File: src/design/nds_pkg.sv
package nds_pkg;

    localparam int unsigned DEF_MAX_DEPTH = 32;
    localparam int unsigned DEF_MAX_LINE  = 1024;

    localparam int unsigned ADDR_W = 5;
    localparam int unsigned DATA_W = 32;

    // register indexes, byte address is 4 * index
    localparam logic [2:0] REG_QUOTE_CHAR  = 3'd0;
    localparam logic [2:0] REG_MASK_CHAR_A = 3'd1;
    localparam logic [2:0] REG_MASK_CHAR_B = 3'd2;
    localparam logic [2:0] REG_MASK_CHAR_C = 3'd3;
    localparam logic [2:0] REG_MASK_CHAR_D = 3'd4;
    localparam logic [2:0] REG_MASK_COUNT  = 3'd5;
    localparam logic [2:0] REG_STRICT_MODE = 3'd6;

    localparam logic [7:0] RST_QUOTE_CHAR  = 8'd34;
    localparam logic [7:0] RST_MASK_CHAR_A = 8'd32;
    localparam logic [7:0] RST_MASK_CHAR_B = 8'd0;
    localparam logic [7:0] RST_MASK_CHAR_C = 8'd0;
    localparam logic [7:0] RST_MASK_CHAR_D = 8'd0;
    localparam logic [2:0] RST_MASK_COUNT  = 3'd1;
    localparam logic       RST_STRICT_MODE = 1'b1;

    localparam logic [7:0] CHAR_APOSTROPHE = 8'h27;
    localparam logic [7:0] CHAR_LPAREN     = 8'h28;
    localparam logic [7:0] CHAR_RPAREN     = 8'h29;
    localparam logic [7:0] CHAR_LSQUARE    = 8'h5b;
    localparam logic [7:0] CHAR_RSQUARE    = 8'h5d;

    typedef enum logic [1:0] {
        MISMATCH_NONE  = 2'd0,
        MISMATCH_PAREN = 2'd1,
        MISMATCH_SQUARE = 2'd2
    } mismatch_t;

    typedef struct packed {
        logic [7:0] character;
        logic       first;
    } nds_in_t;

    typedef struct packed {
        logic       hit;
        logic [9:0] position;
        logic [1:0] mismatch;
        logic       depth_overflow;
    } nds_out_t;

endpackage

File: src/design/nested_delimiter_scanner.sv
// Delimiter scanner: one character per item, one item per cycle sustained while out_stall
// is low. Each item is captured in an input register and then evaluated against the scan
// state (nesting depth, bracket kinds, quote state, square hiding, position) by a short
// compare and increment path that loads the result register and the next state together.
// Each item passes the input register, then the result register. The input register keeps
// taking items while a result waits, until both stages are full. Set first on the opening
// character of each line. Program the APB registers only while no item is in flight.
module nested_delimiter_scanner #(
    parameter int unsigned MAX_DEPTH = nds_pkg::DEF_MAX_DEPTH,
    parameter int unsigned MAX_LINE  = nds_pkg::DEF_MAX_LINE
) (
    input  logic                         clk,
    input  logic                         rst_n,
    input  logic                         in_valid,
    output logic                         in_stall,
    input  nds_pkg::nds_in_t             in_data,
    output logic                         out_valid,
    input  logic                         out_stall,
    output nds_pkg::nds_out_t            out_data,
    input  logic                         psel,
    input  logic                         penable,
    input  logic                         pwrite,
    input  logic [nds_pkg::ADDR_W-1:0]   paddr,
    input  logic [nds_pkg::DATA_W-1:0]   pwdata,
    output logic [nds_pkg::DATA_W-1:0]   prdata,
    output logic                         pready
);
    import nds_pkg::*;

    localparam int unsigned DW = $clog2(MAX_DEPTH + 1);
    localparam int unsigned KW = (MAX_DEPTH > 1) ? $clog2(MAX_DEPTH) : 1;
    localparam int unsigned PW = $clog2(MAX_LINE);
    localparam logic [DW-1:0] DEPTH_LIMIT = DW'(MAX_DEPTH);
    localparam logic [PW-1:0] POS_LIMIT   = PW'(MAX_LINE - 1);

    // configuration
    logic [7:0] quote_char_reg;
    logic [7:0] mask_char_a_reg;
    logic [7:0] mask_char_b_reg;
    logic [7:0] mask_char_c_reg;
    logic [7:0] mask_char_d_reg;
    logic [2:0] mask_count_reg;
    logic       strict_mode_reg;

    logic       cfg_write;
    logic [2:0] cfg_index;

    assign pready    = 1'b1;
    assign cfg_write = psel && penable && pwrite;
    assign cfg_index = paddr[4:2];

    always_ff @(posedge clk or negedge rst_n)
    begin
        if (!rst_n)
        begin
            quote_char_reg  <= RST_QUOTE_CHAR;
            mask_char_a_reg <= RST_MASK_CHAR_A;
            mask_char_b_reg <= RST_MASK_CHAR_B;
            mask_char_c_reg <= RST_MASK_CHAR_C;
            mask_char_d_reg <= RST_MASK_CHAR_D;
            mask_count_reg  <= RST_MASK_COUNT;
            strict_mode_reg <= RST_STRICT_MODE;
        end
        else if (cfg_write)
        begin
            case (cfg_index)
                REG_QUOTE_CHAR:  quote_char_reg  <= pwdata[7:0];
                REG_MASK_CHAR_A: mask_char_a_reg <= pwdata[7:0];
                REG_MASK_CHAR_B: mask_char_b_reg <= pwdata[7:0];
                REG_MASK_CHAR_C: mask_char_c_reg <= pwdata[7:0];
                REG_MASK_CHAR_D: mask_char_d_reg <= pwdata[7:0];
                REG_MASK_COUNT:  mask_count_reg  <= pwdata[2:0];
                REG_STRICT_MODE: strict_mode_reg <= pwdata[0];
                default: ;
            endcase
        end
    end

    always_comb
    begin
        prdata = '0;
        case (cfg_index)
            REG_QUOTE_CHAR:  prdata[7:0] = quote_char_reg;
            REG_MASK_CHAR_A: prdata[7:0] = mask_char_a_reg;
            REG_MASK_CHAR_B: prdata[7:0] = mask_char_b_reg;
            REG_MASK_CHAR_C: prdata[7:0] = mask_char_c_reg;
            REG_MASK_CHAR_D: prdata[7:0] = mask_char_d_reg;
            REG_MASK_COUNT:  prdata[2:0] = mask_count_reg;
            REG_STRICT_MODE: prdata[0]   = strict_mode_reg;
            default:         prdata      = '0;
        endcase
    end

    // pipeline control
    logic     in_valid_reg;
    nds_in_t  in_item_reg;
    logic     out_valid_reg;
    nds_out_t out_item_reg;
    logic     advance;

    assign advance   = in_valid_reg && (!out_valid_reg || !out_stall);
    assign in_stall  = in_valid_reg && !advance;
    assign out_valid = out_valid_reg;
    assign out_data  = out_item_reg;

    // scan state
    logic [DW-1:0]        nest_depth_reg, nest_depth_next;
    logic [MAX_DEPTH-1:0] bracket_kinds_reg, bracket_kinds_next;
    logic [1:0]           quote_state_reg, quote_state_next;
    logic                 square_open_reg, square_open_next;
    logic [PW-1:0]        char_index_reg, char_index_next;
    nds_out_t             result;

    logic [DW-1:0]        cur_depth;
    logic [MAX_DEPTH-1:0] cur_kinds;
    logic [1:0]           cur_quote;
    logic                 cur_square;
    logic [PW-1:0]        cur_index;
    logic [7:0]           ch;
    logic                 is_open, is_close, consumed, was_square, is_delim;
    logic [DW-1:0]        depth_dec;

    always_comb
    begin
        ch         = in_item_reg.character;
        cur_depth  = in_item_reg.first ? '0 : nest_depth_reg;
        cur_kinds  = in_item_reg.first ? '0 : bracket_kinds_reg;
        cur_quote  = in_item_reg.first ? '0 : quote_state_reg;
        cur_square = in_item_reg.first ? 1'b0 : square_open_reg;
        cur_index  = in_item_reg.first ? '0 : char_index_reg;

        nest_depth_next    = cur_depth;
        bracket_kinds_next = cur_kinds;
        quote_state_next   = cur_quote;
        square_open_next   = cur_square;
        char_index_next    = (cur_index < POS_LIMIT) ? cur_index + 1'b1 : cur_index;

        depth_dec  = cur_depth - 1'b1;
        was_square = cur_kinds[depth_dec[KW-1:0]];
        consumed   = 1'b0;

        result                = '0;
        result.position       = 10'(cur_index);
        result.mismatch       = MISMATCH_NONE;

        if (cur_quote == 2'b00)
        begin
            if (strict_mode_reg)
            begin
                is_open  = (ch == CHAR_LPAREN) || (ch == CHAR_LSQUARE);
                is_close = (ch == CHAR_RPAREN) || (ch == CHAR_RSQUARE);
                if (is_open)
                begin
                    if (cur_depth >= DEPTH_LIMIT)
                        result.depth_overflow = 1'b1;
                    else
                    begin
                        bracket_kinds_next[cur_depth[KW-1:0]] = (ch == CHAR_LSQUARE);
                        nest_depth_next = cur_depth + 1'b1;
                    end
                end
                else if (is_close && cur_depth != '0)
                begin
                    nest_depth_next = depth_dec;
                    consumed        = 1'b1;
                    if (ch == CHAR_RPAREN && was_square)
                        result.mismatch = MISMATCH_PAREN;
                    if (ch == CHAR_RSQUARE && !was_square)
                        result.mismatch = MISMATCH_SQUARE;
                end
            end
            else
            begin
                is_open  = 1'b0;
                is_close = 1'b0;
                if (cur_square)
                begin
                    if (ch == CHAR_RSQUARE)
                        square_open_next = 1'b0;
                end
                else if (ch == CHAR_LPAREN)
                begin
                    if (cur_depth >= DEPTH_LIMIT)
                        result.depth_overflow = 1'b1;
                    else
                    begin
                        bracket_kinds_next[cur_depth[KW-1:0]] = 1'b0;
                        nest_depth_next = cur_depth + 1'b1;
                    end
                end
                else if (ch == CHAR_RPAREN && cur_depth != '0)
                begin
                    nest_depth_next = depth_dec;
                    consumed        = 1'b1;
                end
                if (!consumed && nest_depth_next == '0 && ch == CHAR_LSQUARE)
                    square_open_next = 1'b1;
            end
        end
        else
        begin
            is_open  = 1'b0;
            is_close = 1'b0;
        end

        is_delim = ((mask_count_reg >= 3'd1) && (ch == mask_char_a_reg)) ||
                   ((mask_count_reg >= 3'd2) && (ch == mask_char_b_reg)) ||
                   ((mask_count_reg >= 3'd3) && (ch == mask_char_c_reg)) ||
                   ((mask_count_reg >= 3'd4) && (ch == mask_char_d_reg));

        if (!consumed)
        begin
            // the programmable quote wins when it equals the apostrophe
            if (ch == quote_char_reg)
            begin
                if (!cur_quote[1])
                    quote_state_next[0] = !cur_quote[0];
            end
            else if (ch == CHAR_APOSTROPHE)
            begin
                if (!cur_quote[0])
                    quote_state_next[1] = !cur_quote[1];
            end
            result.hit = (nest_depth_next == '0) && (quote_state_next == 2'b00) &&
                         (strict_mode_reg || !square_open_next) && is_delim;
        end
    end

    always_ff @(posedge clk or negedge rst_n)
    begin
        if (!rst_n)
        begin
            in_valid_reg      <= 1'b0;
            out_valid_reg     <= 1'b0;
            nest_depth_reg    <= '0;
            bracket_kinds_reg <= '0;
            quote_state_reg   <= '0;
            square_open_reg   <= 1'b0;
            char_index_reg    <= '0;
        end
        else
        begin
            if (in_valid && !in_stall)
                in_valid_reg <= 1'b1;
            else if (advance)
                in_valid_reg <= 1'b0;

            if (advance)
            begin
                out_valid_reg     <= 1'b1;
                nest_depth_reg    <= nest_depth_next;
                bracket_kinds_reg <= bracket_kinds_next;
                quote_state_reg   <= quote_state_next;
                square_open_reg   <= square_open_next;
                char_index_reg    <= char_index_next;
            end
            else if (!out_stall)
                out_valid_reg <= 1'b0;
        end
    end

    always_ff @(posedge clk)
    begin
        if (in_valid && !in_stall)
            in_item_reg <= in_data;
        if (advance)
            out_item_reg <= result;
    end

endmodule
File: config.mk
export PLATFORM = sky130hd
export DESIGN_NAME = nested_delimiter_scanner
export DESIGN_NICKNAME = d
export VERILOG_FILES = /design/src/design/nds_pkg.sv /design/src/design/nested_delimiter_scanner.sv
export SDC_FILE = /design/constraint.sdc
export NUM_CORES = 1
export LEC_CHECK = 0
export ABC_AREA = 1
export BUFFER_PORTS_ARGS = -buffer_cell sky130_fd_sc_hd__buf_2
export CAP_MARGIN = 0
export CORE_MARGIN = 2
export CORE_UTILIZATION = 50
export CTS_BUF_LIST = sky130_fd_sc_hd__clkbuf_16
export DETAILED_ROUTE_END_ITERATION = 8
export GPL_ROUTABILITY_DRIVEN = 1
export PLACE_DENSITY = 0.7
export SLEW_MARGIN = 5
export SYNTH_ARGS = -nofsm -noshare
export SYNTH_HDL_FRONTEND = slang
export SYNTH_SLANG_ARGS = --single-unit
File: constraint.sdc
create_clock -name clk -period 3.7 [get_ports clk]
set_clock_uncertainty 0.2 [all_clocks]
set_input_delay 0.555 -clock clk [delete_from_list [all_inputs] [get_ports clk]]
set_output_delay 0.555 -clock clk [all_outputs]
set_load 0.02 [all_outputs]
# [Word level (Yosys, flattened, before mapping)]
# Cells that the tools add are included.
[classes] n_bitwise=5 n_lt_le_gt_ge=9 n_eq_ne=17 n_reduce_logical=51 add_sub_neg=3 mux=64
[op_table] op="32-bit two-way mux" n=8
[op_table] op="6-bit two-way mux" n=11
[op_table] op="8-bit == test" n=5
[op_table] op="1-bit two-way mux" n=34
[op_table] op="32-bit AND" n=1
[op_table] op="32-bit bitwise mux" n=1
[op_table] op="32-bit NOT" n=1
[op_table] op="5-bit one-hot mux with 5 select lines" n=1
[op_table] op="8-bit by 6-bit == test with 1-bit output (second input constant)" n=3
[op_table] op="10-bit two-way mux" n=2
[op_table] op="1-bit logical AND" n=19
[op_table] op="8-bit by 7-bit == test with 1-bit output (second input constant)" n=2
[op_table] op="2-bit AND reduction" n=7
[op_table] op="6-bit logical NOT" n=2
[op_table] op="5-bit by 6-bit < comparator with 1-bit output (second input constant)" n=2
[op_table] op="2-bit one-hot mux with 6 select lines" n=1
[op_table] op="10-bit by 1-bit adder with 10-bit output (second input constant)" n=1
[op_table] op="10-bit < comparator (second input constant)" n=1
[op_table] op="3-bit == test (second input constant)" n=3
[op_table] op="1-bit logical NOT" n=9
[op_table] op="1-bit logical OR" n=7
[op_table] op="1-bit one-hot mux with 7 select lines" n=1
[op_table] op="6-bit by 1-bit adder with 6-bit output (second input constant)" n=1
[op_table] op="3-bit by 2-bit == test with 1-bit output (second input constant)" n=2
[op_table] op="other kinds (18)" n=24
[totals] input_bits=53 wordCells=170 reg_bits=120 out_inout_bits=49

# [Longest topological paths before layout]
# Gate-level depths: netlist of run 1.
[logic_depth] depth_word=18 mapped_depth=17 ltp_nobuf=15

# [Worst setup path before layout of run 1]
# No wires, ideal clock.
[synth_timing] path_type="register to register" startpoint="register in_item_reg[0] (netlist name)" endpoint="register bracket_kinds_reg[17]" path_slack_ps=1026 n_path_buf=5 t_arrival_ps=2343 setup_time_ps=130 path_stages_with_launch=15 path_cell_list="edfxtp_1 -> buf_4 -> buf_2 -> buf_2 -> nor2_1 -> inv_1 -> ha_1 -> inv_1 -> clkbuf_1 -> nor2_4 -> inv_2 -> clkbuf_1 -> o22ai_1 -> nand3_1 -> o21ai_0"
[synth_via] elab_chain_cells=12
[synth_lines] item="start: declaration" line_no="nested_delimiter_scanner.sv:96" rtl="nds_in_t in_item_reg;"
[synth_lines] item="start signal: assignment" line_no="nested_delimiter_scanner.sv:265" rtl="in_item_reg <= in_data;"
[synth_lines] item="6-bit two-way mux" line_no="nested_delimiter_scanner.sv:126" rtl="cur_depth = in_item_reg.first ? '0 : nest_depth_reg;"
[synth_lines] item="5-bit by 6-bit < comparator with 1-bit output (not written as such) or 5-bit by 1-bit greater-or-equal comparator with 1-bit output (tied branches)" line_no="nested_delimiter_scanner.sv:158, nested_delimiter_scanner.sv:187"
[synth_lines] item="1-bit logical AND (not written as such)" line_no="nested_delimiter_scanner.sv:158, nested_delimiter_scanner.sv:187"
[synth_lines] item="1-bit two-way mux (not written as such)" line_no="nested_delimiter_scanner.sv:158, nested_delimiter_scanner.sv:187"
[synth_lines] item="1-bit demux with 5-bit select" line_no="nested_delimiter_scanner.sv:158, nested_delimiter_scanner.sv:187"
[synth_lines] item="32-bit NOT (no line)"
[synth_lines] item="32-bit AND (no line)"
[synth_lines] item="32-bit two-way mux" line_no="nested_delimiter_scanner.sv:183" rtl="if (cur_depth >= DEPTH_LIMIT)"
[synth_lines] item="32-bit two-way mux" line_no="nested_delimiter_scanner.sv:181" rtl="else if (ch == CHAR_LPAREN)"
[synth_lines] item="32-bit two-way mux" line_no="nested_delimiter_scanner.sv:176" rtl="if (cur_square)"
[synth_lines] item="32-bit two-way mux" line_no="nested_delimiter_scanner.sv:148" rtl="if (strict_mode_reg)"
[synth_lines] item="32-bit two-way mux *" line_no="nested_delimiter_scanner.sv:146" rtl="if (cur_quote == 2'b00)"
[synth_lines] item="end signal: assignment" line_no="nested_delimiter_scanner.sv:252" rtl="bracket_kinds_reg <= bracket_kinds_next;"
[synth_lines] item="end: declaration" line_no="nested_delimiter_scanner.sv:108" rtl="logic [MAX_DEPTH-1:0] bracket_kinds_reg, bracket_kinds_next;"
# Mark *: on every way between the ends. The rest lies on a longest branch, timed or not.
# A chain may end at the register's enable or synchronous reset.

# [Worst setup path after layout of run 1]
[layout_timing] startpoint="register in_item_reg[0] (netlist name)" endpoint="register out_item_reg (netlist bit out_data[13]) (data pin)"
[layout_via] elab_chain_cells=18
[layout_lines] item="branches (longest 18 deep; another with 6-bit by 1-bit subtractor with 6-bit output)"
[layout_lines] item="end signal: assignment" line_no="nested_delimiter_scanner.sv:267" rtl="out_item_reg <= result;"
[layout_lines] item="end: declaration" line_no="nested_delimiter_scanner.sv:98" rtl="nds_out_t out_item_reg;"
# Several ways; the timed one is not identified. The select of a mux whose other input is x is not followed.

==> results.sh, run 1 <==
export IMPL_antenna_found_initial=0
export IMPL_synth_seq_area_share_pct=38.8
export IMPL_ant_nets=0
export IMPL_path_class="flop to flop"
export IMPL_rsz0062_at_grt="false"
export IMPL_final_cell_area_um2=8880
export IMPL_routed_via_density=5.50
export IMPL_regToRegSetupSlack_ns=0.66
export IMPL_yosys_area_top_type_share_pct=28.6
export IMPL_numPortBuffers=50
export IMPL_yosys_warnings=0
export IMPL_cts_tree="yes"
export IMPL_start_util_pct=50.9
export IMPL_setup_worst_path_start_class="flop"
export IMPL_dieWidth_um=131
export IMPL_arrival_ns=3.01
export IMPL_grt_use_total_pct=27.2
export IMPL_synth_cell_types=49
export IMPL_synth_area_leaders="dfrtp_1, nand2_1, edfxtp_1, o21ai_0, nor2_1"
export IMPL_grt_max_degree=80
export IMPL_finalWeightedCongestion=0.985
export IMPL_finalNonFillerCells=1425
export IMPL_fin_crit_sh_pct=82.2
export IMPL_clk_path_buf_depth=2
export IMPL_layout_commonest_cell="nand2_1"
export IMPL_drt_iter0_markers=759
export IMPL_drive_above_1_share_pct=11.2
export IMPL_path_cells="inv_4 -> nand2_1 -> ha_1 -> buf_4 -> inv_1 -> nor2_1 -> inv_1 -> nor2_1 -> nand2_1 -> nor2_1 -> nand2_1 -> a21oi_1 -> nor2_1"
export IMPL_critPathMaxStageDelay_ns=0.42
export IMPL_tightest_slew_ns=1.05
export IMPL_syn_inst=1161
export IMPL_final_cell_mix="nand2_1, nor2_1, o21ai_0"
export IMPL_hold_viol=0
export IMPL_wirelength_mm=22.2
export IMPL_largest_reg_flops=32
export IMPL_grt_pass1_wl_mm=36.0
export IMPL_synth_ff_type="dfrtp_1"
export IMPL_setup_viol=0
export IMPL_dp_hpwl_mm=15.6
export IMPL_min_path_type="primary input to flop"
export IMPL_post_synth_top_area_cell="dfrtp_1"
export IMPL_async_flop_share_pct=80.8
export IMPL_root_buffer="clkbuf_16"
export IMPL_syn_area_um2=8060
export IMPL_peakVddDrop_uv=352
export IMPL_worst_path_most_repeated_cell="nor2_1"
export IMPL_cts_buffers=17
export IMPL_power_density_nw_per_um2=481
export IMPL_synth_edff_count=23
export IMPL_finalPower_mw=4.27
export IMPL_maxSlewViolCount=0
export IMPL_die_y_um=131
export IMPL_io_pins=102
export IMPL_cp_slowest_cell="edfxtp_1"
export IMPL_cts_setup_buffers=0
export IMPL_num_vias=7840
export IMPL_clk_pin_slew_worst_paths_ns=0.05
export IMPL_placed_cell_area_um2=8320
export IMPL_area_delta_synth_final_pct=10.1
export IMPL_rows=46
export IMPL_ctsHoldBuffers=0
export IMPL_max_freq_mhz=329
export IMPL_critPathMaxFanout=25
export IMPL_nets=1251
export IMPL_core_um2=15800
export IMPL_cts_resized=0
export IMPL_p_leak_nw=4.09
export IMPL_cp_end_kind="flop"
export IMPL_avgSynthCellArea_um2=6.94
export IMPL_ys_seq_elements=120
export IMPL_tns_ns=0
export IMPL_drv_cap=0
export IMPL_relSlewSlack_pct=30.3
export IMPL_clk_latency_ns=0.42
export IMPL_design_die_area_um2=17200
export IMPL_cts_sinks=120
export IMPL_crit_required_ns=3.67
export IMPL_status="finished, final reports clean"
export IMPL_dpl_cell_count=1393
export IMPL_wl_per_cell_um=15.6
export IMPL_drc=0
export IMPL_grt_overflow=0
export IMPL_dr_pass1_iters=5
export IMPL_cts_max_level=4
export IMPL_finalCriticalPeriod_ns=3.04
export IMPL_diodes=0
export IMPL_grt_pass1_vias=6989
[critical path: cells and delay by family, from the launching register on]
family,cells,cell delay [ns]
compound gates,1,0.13
flops,1,0.42
simple gates,7,1.06
buf+inv,4,0.81
fa+ha+maj,1,0.16
[layer usage]
metal,up-vias,wire length (um),track usage [%]
li1,3814,-,-
met1,3631,9920,37.4
met2,358,10100,42.7
met3,37,1740,5.29
met4,0,509,10.5
met5,-,0,0
[report_power, final]
group | internal (mW) | switching, mW
combinational | 0.297 | 0.694
clock | 0.950 | 0.609
sequential | 1.56 | 0.165
[cell usage after synthesis (all sizes together) (2+ instances only)]
library cell and count:
nand2 334, o21ai 150, nor2 144, inv 126, dfrtp 92, nand3 88
buf 47, a21oi 30, edfxtp 23, clkbuf 18, o22ai 15, nor3 14
o211ai 13, xnor2 12, xor2 11, nand4 8, dfstp 5, a22oi 4
a31oi 4, a221o 3, a221oi 3, a211oi 2, clkinv 2, conb 2
ha 2, o311ai 2
[path summary, 6_finish.rpt]
kind,startpoint,end,cells past startpoint
min,in_data[8],ch[7],1
max reg2reg,in_item_reg[0],out_data[13],13
max,in_item_reg[0],out_data[13],13
max in group asynchronous,rst_n,bracket_kinds_reg[26],2
min in group asynchronous,rst_n,char_index_reg[4],1
min reg2reg,bracket_kinds_reg[29],bracket_kinds_reg[29],2
[cell families after synthesis]
| group | count (synthesis) | synth area share [%] |
|---|---|---|
| and+or+nand+nor | 590 | 31.2 |
| xor gates and xnor gates | 23 | 2.50 |
| adders and majority gates | 2 | 0.310 |
| AOI/OAI and AO/OA | 231 | 16.0 |
| other | 2 | 0.0932 |
| DFF | 120 | 38.8 |
| buffers and inverters | 193 | 11.1 |
[stage by stage]
stage | util (%) | setup slack, ns | hold WS [ns]
after floorplan | - | 1.03 | 0.0594
after global placement | 52.6 | 0.787 | 0.263
after detailed placement | 52.6 | 0.766 | 0.267
after CTS | 56.1 | 0.748 | 0.0961
after global routing | 56.1 | 0.409 | 0.0986
final | 56.1 | 0.658 | 0.108
[final cells by class]
cell class                      instances  area [um^2]
Clock buffer                           18          450
Tap cell                              216          270
Clock inverter                         14          106
Timing Repair Buffer                   58          313
Multi-Input combinational cell        871         4130
Fill cell                            1562         6950
Sequential cell                       120         3120
Inverter                              128          488
Note: power is estimated with default switching activity, not from simulation.
==> inputs of run 2 (changes only) <==
Settings changed: ABC_AREA 1 to 0, PLACE_DENSITY 0.7 to 0.71.
Clock period 3.7 ns to 2.95 ns, I/O delays scaled along.
==> run 2 against run 1 <==
Effect of this change:
- the flow now finishes with violations (setup timing)
- final cell count shrank 22%
- wire length is 2.7% higher
- sequential power up 20%
- fmax rose by 0.52%
- count of clock-buffer cells in the layout unchanged
- sequential cell count unchanged
- via count is 13% lower
- synthesized cell count down 32%
- cell area up 4.6%
- non-clock buffer count rose by 101
- synthesized area fell by 5.9%
- highest routed layer unchanged
==> results.sh, run 2 <==
export IMPL_synth_ff_type="dfrtp_1"
export IMPL_critPathMaxFanout=8
export IMPL_grt_max_degree=42
export IMPL_area_delta_synth_final_pct=22.4
export IMPL_drc=0
export IMPL_relSlewSlack_pct=38.1
export IMPL_maxSlewViolCount=0
export IMPL_setup_worst_path_start_class="flop"
export IMPL_diodes=0
export IMPL_final_cell_area_um2=9290
export IMPL_layout_commonest_cell="buf_4"
export IMPL_routed_via_density=6.13
export IMPL_root_buffer="clkbuf_16"
export IMPL_violations="setup timing"
export IMPL_cts_tree="yes"
export IMPL_min_path_type="primary input to flop"
export IMPL_grt_use_total_pct=28.6
export IMPL_numPortBuffers=50
export IMPL_clk_latency_ns=0.43
export IMPL_fill_cells=1258
export IMPL_regToRegSetupSlack_ns=-0.08
export IMPL_switching_share_pct=32.1
export IMPL_path_class="flop to flop"
export IMPL_rows=45
export IMPL_drv_cap=0
export IMPL_cts_sinks=120
export IMPL_synth_cell_types=85
export IMPL_globalRouteMet2Util_pct=48.4
export IMPL_grt_pass1_wl_mm=35.8
export IMPL_io_pins=102
export IMPL_peakVddDrop_uv=549
export IMPL_grt_overflow=0
export IMPL_dp_hpwl_mm=16.1
export IMPL_cts_max_level=4
export IMPL_placed_cell_area_um2=8470
export IMPL_ant_nets=0
export IMPL_synth_edff_count=23
export IMPL_finalCriticalPeriod_ns=3.03
export IMPL_design_die_area_um2=16200
export IMPL_yosys_warnings=0
export IMPL_p_int_mw=3.76
export IMPL_busiest_layer="met2"
export IMPL_met3_usage_pct=6.03
export IMPL_nets=972
export IMPL_die_y_um=127
export IMPL_pwr_share_comb_pct=24.5
export IMPL_ys_seq_elements=120
export IMPL_grt_pass1_vias=6728
export IMPL_synth_seq_area_share_pct=41.2
export IMPL_ys_top_cells_by_count="dfrtp_1, o21ai_0, nand2_1"
export IMPL_dieWidth_um=127
export IMPL_dr_pass1_iters=7
export IMPL_antenna_found_initial=0
export IMPL_setup_viol=1
export IMPL_power_density_nw_per_um2=596
export IMPL_fin_crit_sh_pct=103
export IMPL_fin_util_pct=61.8
export IMPL_crit_required_ns=2.93
export IMPL_wl_per_cell_um=20.4
export IMPL_finalWeightedCongestion=0.996
export IMPL_largest_reg_flops=32
export IMPL_start_util_pct=50.5
export IMPL_max_freq_mhz=330
export IMPL_p_leak_nw=4.03
export IMPL_power_switching_mw=1.78
export IMPL_clk_path_buf_depth=2
export IMPL_layout_setup_ws_ns=-0.0764
export IMPL_power_frac_seq_pct=37.4
export IMPL_yosysMostFrequentCell="dfrtp_1"
export IMPL_wirelength_mm=22.8
export IMPL_num_vias=6857
export IMPL_tightest_slew_ns=0.918
export IMPL_rsz0062_at_grt="true"
export IMPL_arrival_ns=3.01
export IMPL_core_um2=15000
export IMPL_syn_inst=795
export IMPL_grt_met1_usage_pct=35.2
export IMPL_syn_area_um2=7590
export IMPL_drive_above_1_share_pct=29.9
export IMPL_synth_area_leaders="dfrtp_1, edfxtp_1, mux2_2, o21ai_0, nand2_1"
export IMPL_hold_viol=0
export IMPL_cp_end_kind="flop"
export IMPL_yosys_area_top_type_share_pct=30.3
export IMPL_clk_pin_slew_worst_paths_ns=0.06
export IMPL_async_flop_share_pct=80.8
export IMPL_final_cell_mix="buf_4, dfrtp_1, o21ai_0"
export IMPL_power_frac_clock_pct=38.1
export IMPL_cts_buffers=17
export IMPL_post_synth_top_area_cell="dfrtp_1"
export IMPL_status="finished with violations"
export IMPL_avgSynthCellArea_um2=9.55
export IMPL_drt_iter0_markers=683
[run 2: logic make-up after synthesis]
kind of cell | after synthesis | synth area share, %
AND/OR/NAND/NOR | 254 | 17.9
buffers and inverters | 91 | 6.58
AO/OA/AOI/OAI | 209 | 17.0
flip-flops | 120 | 41.2
XOR/XNOR | 42 | 4.85
adder cells (fa/ha/maj) | 2 | 0.330
other | 2 | 0.0989
multiplexers | 75 | 12.1
[run 2: repair_timing]
item                       CTS  global route
pin swaps                    6             5
gates resized for setup      8            15
cloned                       0             0
hold buffers                 9             1
hold endpoints to repair    45             1
setup endpoints to repair    3            23
setup buffers                3             2
[run 2: routing by layer]
metal / vias up / part of all wire [%]
met5: - / 0
met4: 0 / 4.2
met3: 84 / 6.9
met2: 324 / 49
met1: 3318 / 40
li1: 3131 / -
[run 2: power by group through the flow]
stage	combinational (mW)	sequential, mW	clock (mW)
after global routing	1.45	2.09	2.20
after global placement	1.27	2.09	0
after detailed placement	1.29	2.10	0
after CTS	1.32	2.07	2.13
final	1.36	2.07	2.11
after floorplan	0.840	2.05	0
[run 2: cell type report]
type / instances / area [um^2] / share of cell area, %
Multi-Input combinational cell: 607 / 4130 / 44.5
Sequential cell: 120 / 3120 / 33.6
Timing Repair Buffer: 159 / 1160 / 12.5
Clock buffer: 18 / 450 / 4.85
Tap cell: 188 / 235 / 2.53
Clock inverter: 14 / 143 / 1.54
Inverter: 12 / 45.0 / 0.485
[run 2: worst max-delay path, stage by stage, from the launching register on]
cell and delay, ns:
edfxtp_1 0.39, or4b_4 0.55, buf_8 0.16, or2_4 0.26, or3_1 0.35, o211a_1 0.15
or4b_4 0.52, and4b_1 0.20
[run 2: worst paths after layout]
path / startpoint / cells after the start / endpoint
setup / recovery: ch[7] / 7 / out_data[13]
hold / removal: in_valid / 2 / in_valid_reg
setup reg to reg: ch[7] / 7 / out_data[13]
hold reg to reg: in_valid_reg / 1 / out_valid
max in group asynchronous: rst_n / 3 / bracket_kinds_reg[26]
min in group asynchronous: rst_n / 2 / char_index_reg[4]
[run 2: stage by stage]
stage	power, mW	hold WS [ns]	worst slack (ns)	TNS [ns]	cells
global placement	3.36	0.268	-0.0878	-0.148	1071
detailed placement	3.39	0.279	-0.101	-0.160	1071
CTS	5.51	0.000656	-0.0645	-0.0645	1115
global route	5.74	0.0175	-0.166	-0.178	1118
floorplan	2.89	-0.0531	-0.0371	-0.0400	818
finish	5.54	0.0114	-0.0764	-0.0764	1118
